**config.mk**
```make
export PLATFORM = sky130hd
export DESIGN_NAME = brc_csr
export DESIGN_NICKNAME = d
export VERILOG_FILES = /design/src/rtl/brc_pkg.sv /design/src/rtl/brc_csr.sv
export SDC_FILE = /design/constraint.sdc
export NUM_CORES = 1
export LEC_CHECK = 0
export BUFFER_PORTS_ARGS = -buffer_cell sky130_fd_sc_hd__buf_2
export CORE_MARGIN = 10
export CORE_UTILIZATION = 52
export CTS_CLUSTER_DIAMETER = 120
export CTS_CLUSTER_SIZE = 25
export DETAILED_ROUTE_END_ITERATION = 10
export GPL_ROUTABILITY_DRIVEN = 0
export PLACE_DENSITY = 0.81
export SLEW_MARGIN = 10
export SYNTH_ARGS = -nofsm -noshare
export SYNTH_HDL_FRONTEND = slang
export SYNTH_SLANG_ARGS = --single-unit
```
**constraint.sdc**
```tcl
create_clock -name clock -period 1.3 [get_ports clock]
set_input_delay 0.13 -clock clock [delete_from_list [all_inputs] [get_ports clock]]
set_output_delay 0.13 -clock clock [all_outputs]
set_load 0.01 [all_outputs]
```
**src/rtl/brc_pkg.sv**
```systemverilog
package brc_pkg;

   localparam int unsigned DATA_W = 32;
   localparam int unsigned ADDR_W = 5;

   // width of both long dividers, tied to the 32-bit datapath
   localparam int unsigned DIV_W = 32;

   // register indexes (byte address / 4)
   localparam logic [2:0] REG_AC1_AC2 = 3'd0;
   localparam logic [2:0] REG_AC3_AC4 = 3'd1;
   localparam logic [2:0] REG_AC5_AC6 = 3'd2;
   localparam logic [2:0] REG_B1_B2   = 3'd3;
   localparam logic [2:0] REG_MC_MD   = 3'd4;

   typedef struct packed {
      logic signed [15:0] ac1;
      logic signed [15:0] ac2;
      logic signed [15:0] ac3;
      logic        [15:0] ac4;
      logic        [15:0] ac5;
      logic        [15:0] ac6;
      logic signed [15:0] b1;
      logic signed [15:0] b2;
      logic signed [15:0] mc;
      logic signed [15:0] md;
   } cal_type;

   // carried alongside the temperature divider
   typedef struct packed {
      logic signed [31:0] x1;
      logic        [15:0] up;
      logic               err;
      logic               qneg;
   } d1_side_type;

   // carried alongside the pressure divider
   typedef struct packed {
      logic signed [15:0] t;
      logic               err;
      logic               big;
   } d2_side_type;

   // signed divide by 2**k, truncating toward zero
   function automatic logic signed [31:0] sdiv_p2(input logic signed [31:0] v,
                                                  input int unsigned k);
      logic signed [31:0] bias;
      bias = (32'sd1 <<< k) - 32'sd1;
      return v[31] ? ((v + bias) >>> k) : (v >>> k);
   endfunction

endpackage

```
**src/rtl/brc_csr.sv**
```systemverilog
module brc_csr (
   input  logic                         clock,
   input  logic                         reset,
   input  logic                         psel,
   input  logic                         penable,
   input  logic                         pwrite,
   input  logic [brc_pkg::ADDR_W-1:0]   paddr,
   input  logic [brc_pkg::DATA_W-1:0]   pwdata,
   output logic [brc_pkg::DATA_W-1:0]   prdata,
   output logic                         pready,
   output brc_pkg::cal_type             cal
);

   logic [31:0] r0_ff, r1_ff, r2_ff, r3_ff, r4_ff;
   logic        wr;
   logic [2:0]  idx;

   assign pready = 1'b1;
   assign wr     = psel & penable & pwrite;
   assign idx    = paddr[4:2];

   always_ff @(posedge clock) begin
      if (reset) begin
         r0_ff <= '0;
         r1_ff <= '0;
         r2_ff <= '0;
         r3_ff <= '0;
         r4_ff <= '0;
      end else if (wr) begin
         case (idx)
            brc_pkg::REG_AC1_AC2: r0_ff <= pwdata;
            brc_pkg::REG_AC3_AC4: r1_ff <= pwdata;
            brc_pkg::REG_AC5_AC6: r2_ff <= pwdata;
            brc_pkg::REG_B1_B2:   r3_ff <= pwdata;
            brc_pkg::REG_MC_MD:   r4_ff <= pwdata;
            default: ;
         endcase
      end
   end

   always_comb begin
      case (idx)
         brc_pkg::REG_AC1_AC2: prdata = r0_ff;
         brc_pkg::REG_AC3_AC4: prdata = r1_ff;
         brc_pkg::REG_AC5_AC6: prdata = r2_ff;
         brc_pkg::REG_B1_B2:   prdata = r3_ff;
         brc_pkg::REG_MC_MD:   prdata = r4_ff;
         default:              prdata = '0;
      endcase
   end

   assign cal.ac1 = r0_ff[31:16];
   assign cal.ac2 = r0_ff[15:0];
   assign cal.ac3 = r1_ff[31:16];
   assign cal.ac4 = r1_ff[15:0];
   assign cal.ac5 = r2_ff[31:16];
   assign cal.ac6 = r2_ff[15:0];
   assign cal.b1  = r3_ff[31:16];
   assign cal.b2  = r3_ff[15:0];
   assign cal.mc  = r4_ff[31:16];
   assign cal.md  = r4_ff[15:0];

endmodule

```
==> flow_summary.yaml <==
job:
  cap_violations: 0
critical_path:
  cp.required_ns: 1.17
  crit_path_end: "prdata[31]"
  cp_slowest_cell: "dfxtp_2"
  crit_start: "r2_ff[31]$_SDFFE_PP0P_"
  worstPathCellList: "mux2_4 -> a22oi_2 -> o22ai_2 -> buf_2"
  crit_fanout: 3
  reg2reg_depth: 3
  r2r_end: "r2_ff[24]$_SDFFE_PP0P_"
  cp-start-kind: "register"
  worstPathArrival_ns: 1.41
  slowest_delay_ns: 0.32
  timing.rr.start: "r2_ff[24]$_SDFFE_PP0P_"
  path_class: "register to output port"
  setup.worst_path.end_class: "output port"
  r2r_slack_ns: 0.51
synthesis:
  synth_edf_count: 0
  synth.distinct_cells: 25
  synth_warnings: 0
  syn_area_um2: 7510
  yosys.area.top_type: "dfxtp_1"
  synth_cells: 721
  synth_area_leaders: "dfxtp_1 43%, mux2i_1 21%, nand2b_1 16%, a22oi_1 6.2%, mux2_2 4.8%"
  synth.most_common_cell: "nand2b_1"
  seq_area_frac_synth_pct: 42.6
  synth_top_area_share_pct: 42.6
  yosys_register_bits: 160
  ys_top_cells_by_count: "192 x nand2b_1, 160 x dfxtp_1, 160 x mux2i_1, 62 x a22oi_1"
  synth_flop_cell: "dfxtp_1"
  syn_avg_cell_area_um2: 10.4
  ys_async_sr_fraction_pct: 0
  synth_fp_nets: 763
sta:
  setup_ws_ns: -0.244
  fin_crit_sh_pct: 119
  period_minus_slack_ns: 1.54
  setup_viol: 32
  max_freq_mhz: 648
  rsz0062_at_grt: "true"
  final_max_slew_viol_count: 0
  fin_worst_skew_ns: 0
  hold_viol: 0
detailed_routing:
  drc: 0
  detail_route.first_pass.iterations: 5
  drt-initial-drc-count: 422
  drt-total-wl_um: 24600
  via_per_inst: 5.61
  wl_per_cell_um: 20.7
  postRouteAntennaNets: 0
  vias: 6673
global_route:
  grt_first_pass_wirelength_um: 38400
  grt_antenna_before_repair: 0
  grt_pass1_vias: 7102
  grt_max_degree: 58
  globalRouteTotalUtil_pct: 23.7
  grt-ovfl-total: 0
clock_network:
  ctsHtreeMaxLevel: 4
  cts_buffers: 17
  clk_latency_ns: 0.41
  clock-sinks: 160
  cts_tree: "built"
  clk_pin_slew_ns: 0.06
  hold_buffers: 0
  clockBufferDepth: 2
  root_buffer: "clkbuf_16"
die:
  coreArea_um2: 14000
  die_w_um: 140
  die_y_um: 140
  io_pins: 235
  rows: 43
  start_util_pct: 53.5
  die_area_um2: 19700
final_layout:
  areaGrowthSynthToFinish_pct: 37.9
  nNetsFinal: 1041
  drive_above_1_share_pct: 47.9
  postLayoutCellArea_um2: 10400
  n_antenna_cell: 0
  utilization_pct: 73.8
power_and_ir_drop:
  power-per-cell-area_nw_per_um2: 1060
  p_total_w: 0.0110
  ir_drop_mv: 0.874
  p_leak_nw: 5.36
worst_hold_path:
  min_path_type: "input port to register"
placed_design:
  portBuffers: 231
  place_ws_ns: -0.165
  hpwl_um: 16800
  placed_cell_area_um2: 9080
run_status:
  violations: "negative setup slack"
  status: "finished with violations"
[cell families (layout without fill, tap and decap cells)]
family          Yosys count  count (layout)  share of synthesized area (%)
other cells               1               1                         0.0499
buf+inv                  66             354                           4.91
compound gates           96              96                           9.01
simple gates            206             206                           17.3
mux                     192             192                           26.1
flops                   160             160                           42.6
[layout by cell type (no fill, tap or decap), drive strengths merged, types with 4 or more instances in the layout]
cell type  instances
mux2i            160
clkbuf            22
o22ai             32
dfxtp            160
a22oi             62
mux2              32
nand2b           192
buf              324
bufinv             4
[through the flow]
stage               hold slack, ns  instances  TNS (ns)
floorplan                    0.344        721         0
global placement             0.467       1114     -9.19
detailed placement           0.473       1114    -13.62
CTS                         0.0596       1181     -7.03
global route                0.0914       1189     -8.10
finish                      0.0725       1189     -6.43
[routing by layer]
metal / global-route usage (%) / vias up / wire [um]
li1: - / 3094 / -
met1: 27.2 / 3253 / 9910
met2: 39.4 / 273 / 12100
met3: 6.83 / 53 / 1820
met4: 11.6 / 0 / 815
met5: 0 / - / 0
[worst min path at each step]
| stage | start | end | cells past startpoint |
|---|---|---|---|
| CTS | pwdata[14] | r3_ff[14]$_SDFFE_PP0P_ | 3 |
| finish | pwdata[12] | r2_ff[12]$_SDFFE_PP0P_ | 3 |
| global route | pwdata[14] | r3_ff[14]$_SDFFE_PP0P_ | 3 |
| global placement | r0_ff[10]$_SDFFE_PP0P_ | r0_ff[10]$_SDFFE_PP0P_ | 2 |
| floorplan | paddr[3] | r3_ff[0]$_SDFFE_PP0P_ | 2 |
| detailed placement | r1_ff[22]$_SDFFE_PP0P_ | r1_ff[22]$_SDFFE_PP0P_ | 2 |
[power by group]
group / internal, W / switching [W]
registers: 0.00494 / 0.0000309
clock network: 0.00328 / 0.00188
logic: 0.000378 / 0.000470
[flip-flops by register name, indices dropped and copies added (netlist names)]
signal / count
r2_ff: 32
r0_ff: 32
r1_ff: 32
r3_ff: 32
r4_ff: 32
[critical path: cells and delay by family, from the launching register on]
family	cells	cell delay, ns
DFF	1	0.32
muxes	1	0.28
AOI/OAI and AO/OA	2	0.23
buffers and inverters	1	0.16
[timing repair]
action,in CTS,in global routing
setup buffers,38,8
gates resized for setup,106,11
gates cloned,0,0
setup endpoints to repair,32,32
pin swaps,33,18
[final cells by class]
class / instances / area (um^2)
flip-flops and latches: 160 / 3280
repair buffers: 324 / 2030
clock buffers: 22 / 464
multi-input cells: 495 / 4220
fillers: 994 / 3680
inverters: 1 / 3.75
well taps: 180 / 225
clock inverters: 7 / 135
(Power assumes the default switching activity.)
