==> src/rtl/brc_udiv.sv <==
// Unsigned restoring divider, one quotient bit per pipeline stage.
module brc_udiv #(
   parameter int unsigned W  = 32,
   parameter int unsigned SW = 1
) (
   input  logic          clock,
   input  logic          reset,
   input  logic          en,
   input  logic          in_valid,
   input  logic [W-1:0]  num,
   input  logic [W-1:0]  den,
   input  logic [SW-1:0] side,
   output logic          out_valid,
   output logic [W-1:0]  quo,
   output logic [SW-1:0] side_out
);

   logic          v_ff    [W];
   logic [W-1:0]  rem_ff  [W];
   logic [W-1:0]  nq_ff   [W];
   logic [W-1:0]  den_ff  [W];
   logic [SW-1:0] sd_ff   [W];
   logic [W-1:0]  rem_in  [W];
   logic [W-1:0]  nq_in   [W];

   for (genvar k = 0; k < W; k++) begin : g_stage
      logic [W-1:0] src_rem, src_nq, src_den;
      logic [W:0]   sh;
      logic [W+1:0] diff;

      assign src_rem = (k == 0) ? '0  : rem_ff[(k == 0) ? 0 : k-1];
      assign src_nq  = (k == 0) ? num : nq_ff[(k == 0) ? 0 : k-1];
      assign src_den = (k == 0) ? den : den_ff[(k == 0) ? 0 : k-1];
      assign sh      = {src_rem, src_nq[W-1]};
      assign diff    = {1'b0, sh} - {2'b00, src_den};

      always_comb begin
         if (!diff[W+1]) begin
            rem_in[k] = diff[W-1:0];
            nq_in[k]  = {src_nq[W-2:0], 1'b1};
         end else begin
            rem_in[k] = sh[W-1:0];
            nq_in[k]  = {src_nq[W-2:0], 1'b0};
         end
      end

      always_ff @(posedge clock) begin
         if (reset) begin
            v_ff[k] <= 1'b0;
         end else if (en) begin
            v_ff[k] <= (k == 0) ? in_valid : v_ff[(k == 0) ? 0 : k-1];
         end
         if (en) begin
            rem_ff[k] <= rem_in[k];
            nq_ff[k]  <= nq_in[k];
            den_ff[k] <= src_den;
            sd_ff[k]  <= (k == 0) ? side : sd_ff[(k == 0) ? 0 : k-1];
         end
      end
   end

   assign out_valid = v_ff[W-1];
   assign quo       = nq_ff[W-1];
   assign side_out  = sd_ff[W-1];

endmodule

==> config.mk <==
export PLATFORM = sky130hd
export DESIGN_NAME = brc_udiv
export DESIGN_NICKNAME = d
export VERILOG_FILES = /design/src/rtl/brc_udiv.sv
export SDC_FILE = /design/constraint.sdc
export NUM_CORES = 2
export LEC_CHECK = 0
export BUFFER_PORTS_ARGS = -buffer_cell sky130_fd_sc_hd__buf_2
export CORE_MARGIN = 2
export CORE_UTILIZATION = 40
export DETAILED_ROUTE_END_ITERATION = 12
export HOLD_SLACK_MARGIN = 0.05
export PLACE_DENSITY_LB_ADDON = 0.12
export SLEW_MARGIN = 5
export SYNTH_ARGS = -nofsm -noshare
export SYNTH_HDL_FRONTEND = slang
export SYNTH_SLANG_ARGS = --single-unit
export TNS_END_PERCENT = 30
==> constraint.sdc <==
create_clock -name clock -period 3.8 [get_ports clock]
set_clock_uncertainty 0.15 [all_clocks]
set_input_delay 0.38 -clock clock [delete_from_list [all_inputs] [get_ports clock]]
set_output_delay 0.38 -clock clock [all_outputs]
set_load 0.01 [all_outputs]
==> flow_summary_export.csv <==
group,metric,value,unit
run_status,violations,"setup timing",
clocking,cts_root_buffer,"clkbuf_16",
worst_setup_path,cp_cell_sequence,"ha_1, a21oi_1, o21ai_0, nand3_1, nand2_1, a211oi_1, o31ai_4, and4_4, o41a_1, a211o_4, buf_12, mux2_4",
timing,fmax,251.8,MHz
clocking,numCtsBuffers,348,
floorplanning,initial_utilization,40.20,%
clocking,insertion_delay,950,ps
drt,postRouteWirelength,376.3,mm
synthesis,ys_seq_area_share,59.99,%
drt,ant_nets,0,
pwr,p_clk_share,21.1,%
worst_hold_path,hold_path.class,"in2reg",
worst_setup_path,reg2reg_depth,12,
synthesis,avgSynthCellArea,12.21,um2
timing,hold_viol_final,0,
worst_setup_path,reg2reg_from,"rem_ff[0][467]$_DFFE_PP_",
pwr,p_comb_share,44.7,%
drt,wl_met1,162.3,mm
place,gp_congestion,0.8884,
global_route,overflow,0,
place,pre_cts_ws,-384.9,ps
timing,finalCritPeriodShare,104.5,%
synthesis,synth_edf_count,3072,
layout,layout_commonest_cell,"edfxtp_1",
worst_setup_path,worstPathArrival,4480,ps
timing,fin_crit,3972,ps
timing,grt_setup_unrepaired,"true",
synthesis,ys.flop_type,"edfxtp_1",
drt,via_per_inst,5.213,
floorplanning,dieArea,0.3894,mm2
worst_setup_path,reg2reg_to,"rem_ff[0][498]$_DFFE_PP_",
clocking,clk_pin_slew_worst_paths,60,ps
timing,setup_ws,-171.5,ps
floorplanning,die_h,624.0,um
pwr,p_leak,0.07375,uW
floorplanning,row_count,227,
timing,setup_viol,35,
synthesis,synthArstFlopShare,0,%
global_route,globalRouteTotalUtil,18.76,%
synthesis,synth.largest_area_cell,"edfxtp_1",
drt,drt_iter0_drc,6877,
floorplanning,core_area,0.3826,mm2
global_route,grt_max_degree,135,
layout,post-route-util,47.62,%
global_route,grt_pass1_wl,575.2,mm
job,maxCapViolations,0,
timing,worst_pin_slew,860.0,ps
synthesis,ys_seq_elements,3072,
global_route,grt_pass1_vias,100200,
synthesis,syn_area,0.1538,mm2
pwr,ir_drop,0.4565,mV
clocking,htree_levels,5,
worst_setup_path,worst_path_max_delay_cell,"edfxtp_1",
timing,whs,120.8,ps
pwr,switching_share,36.44,%
drt,wire_per_inst,19.63,um
place,port_buffers,102,
place,dp_hpwl,279.4,mm
layout,nets,14950,
worst_hold_path,hold_path.startpoint,"num[2]",
worst_setup_path,start_kind,"flip-flop",
worst_setup_path,cp-end-kind,"flip-flop",
drt,dr_wl_met3,12.52,mm
drt,wl_met2,189.9,mm
layout,final_cell_mix,"3,072 x edfxtp_1, 1,247 x inv_1, 1,058 x a21oi_1, 977 x ha_1, 912 x nand2_1",
synthesis,synthDistinctLibCells,88,
timing,maxSlewHeadroom,42.46,%
synthesis,synth_top_cell_area_share,59.99,%
worst_setup_path,cp.required,4310,ps
pwr,p_per_area,864.2,mW/mm2
global_route,antenna_found_initial,4,
place,dpl_cell_area,0.1671,mm2
layout,area_delta_synth_final,18.46,%
worst_setup_path,max_stage_delay,460,ps
pwr,p_int,100100,uW
drt,vias,99950,
pwr,pwr-share-seq,34.2,%
synthesis,ys.warnings.count,0,
layout,layout-drive-gt1-share,15.31,%
drt,dr.pass1.iters,6,
pwr,p_sw,57370,uW
floorplanning,die_w,624.0,um
synthesis,syn_inst,12600,
worst_hold_path,hold_depth,2,
synthesis,synthTopCellsByArea,"edfxtp_1 60%, ha_1 8.1%, a21oi_1 3.5%",
timing,slew_viol_final,0,
pwr,p_total,157400,uW
clocking,clkSinkCount,3072,
clocking,cts_buffer_depth,4,
drt,top_layer,"met5",
worst_setup_path,critPathKind,"reg2reg",
worst_hold_path,whs_endpoint,"nq_ff[0][3]$_DFFE_PP_",
drt,drc_errors,0,
clocking,cts_tree,"yes",
floorplanning,pin_count,103,
worst_setup_path,worst-r2r-setup-slack,-170,ps
run_status,status,"complete, but fails checks",
worst_setup_path,critPathMaxFanout,8,
layout,finalInstanceArea,0.1822,mm2
==> state kept, by name (all words and copies together) (netlist names) <==
register and flops:
sd_ff 32, nq_ff 1024, den_ff 992, v_ff 32
rem_ff 992
==> routing by layer <==
metal | up-vias | track usage, %
li1 | 48900 | -
met3 | 644 | 2.050
met4 | 2 | 5.711
met2 | 1868 | 33.61
met5 | - | 0
met1 | 48540 | 23.74
==> worst max path at each step <==
| stage | from | endpoint | slack (ps) | cells past startpoint |
|---|---|---|---|---|
| finish | rem_ff[0][467]$_DFFE_PP_ | rem_ff[0][498]$_DFFE_PP_ | -170 | 12 |
| CTS | den_ff[0][458]$_DFFE_PP_ | rem_ff[0][498]$_DFFE_PP_ | -190 | 13 |
| global route | den_ff[0][458]$_DFFE_PP_ | rem_ff[0][498]$_DFFE_PP_ | -280 | 13 |
| global placement | den_ff[0][417]$_DFFE_PP_ | rem_ff[0][474]$_DFFE_PP_ | -450 | 16 |
| detailed placement | den_ff[0][417]$_DFFE_PP_ | rem_ff[0][474]$_DFFE_PP_ | -380 | 16 |
| floorplan | rem_ff[0][457]$_DFFE_PP_ | rem_ff[0][483]$_DFFE_PP_ | 30 | 12 |
==> critical path, delay by kind of cell, from the launching register on <==
| family | cells | cell delay [ps] |
|---|---|---|
| compound gates | 6 | 1720 |
| fa+ha+maj | 1 | 440 |
| buf+inv | 1 | 200 |
| flops | 1 | 460 |
| mux | 1 | 300 |
| simple gates | 3 | 410 |
==> logic make-up after synthesis <==
logic type	synth area share, %
AO/OA/AOI/OAI	13.39
XOR/XNOR	4.573
adder cells (fa/ha/maj)	8.470
buffers and inverters	3.805
flip-flops	59.99
multiplexers	2.238
other	0.002439
AND/OR/NAND/NOR	7.533
==> layout make-up <==
class	count	area [um2]
inverters	1255	4711
diodes	1	2.502
well taps	5038	6304
clock buffers	400	8946
flip-flops and latches	3072	92250
fillers	33980	200400
clock inverters	230	2325
multi-input cells	7995	57530
repair buffers	1183	10100
==> repair_timing <==
action | in CTS | in global routing
resized for setup | 122 | 281
endpoints found under the hold margin | 217 | 0
gates cloned | 7 | 5
hold buffers | 128 | 0
setup buffers | 20 | 48
pin swaps | 39 | 81
setup endpoints to repair | 341 | 708
==> stage by stage <==
step / setup TNS, ps / std cells
6_report: -4718 / 19170
5_1_grt: -13070 / 19170
4_1_cts: -6188 / 19120
3_5_place_dp: -39330 / 18340
3_3_place_gp: -36420 / 18340
2_1_floorplan: 0 / 12610
==> power groups by stage <==
stage	clock network [uW]	logic [uW]	registers, uW
after floorplan	0	45900	51300
after global placement	0	65800	54700
after detailed placement	0	66600	54700
after CTS	34500	68400	54100
after global routing	35600	77900	54500
final	33200	70400	53800
==> synth_stat cells, types with 44 or more instances <==
library cell  instances
inv_1              1255
and3_1               77
nand2b_1            107
a21o_1              508
xor2_1              327
clkbuf_1            242
nand4_1             105
o31ai_1              79
o211ai_1             44
edfxtp_1           3072
a211oi_1             79
a31oi_1             122
o21bai_1            109
a21oi_1            1088
nand3_1             177
and2_1               84
ha_1                993
o21ai_0             816
nor3_1              110
nor2b_1              92
nand2_1             913
nor2_1              689
mux2_2              247
xnor2_1             476
o21a_1              127
Power figures use the tool's default switching activity.
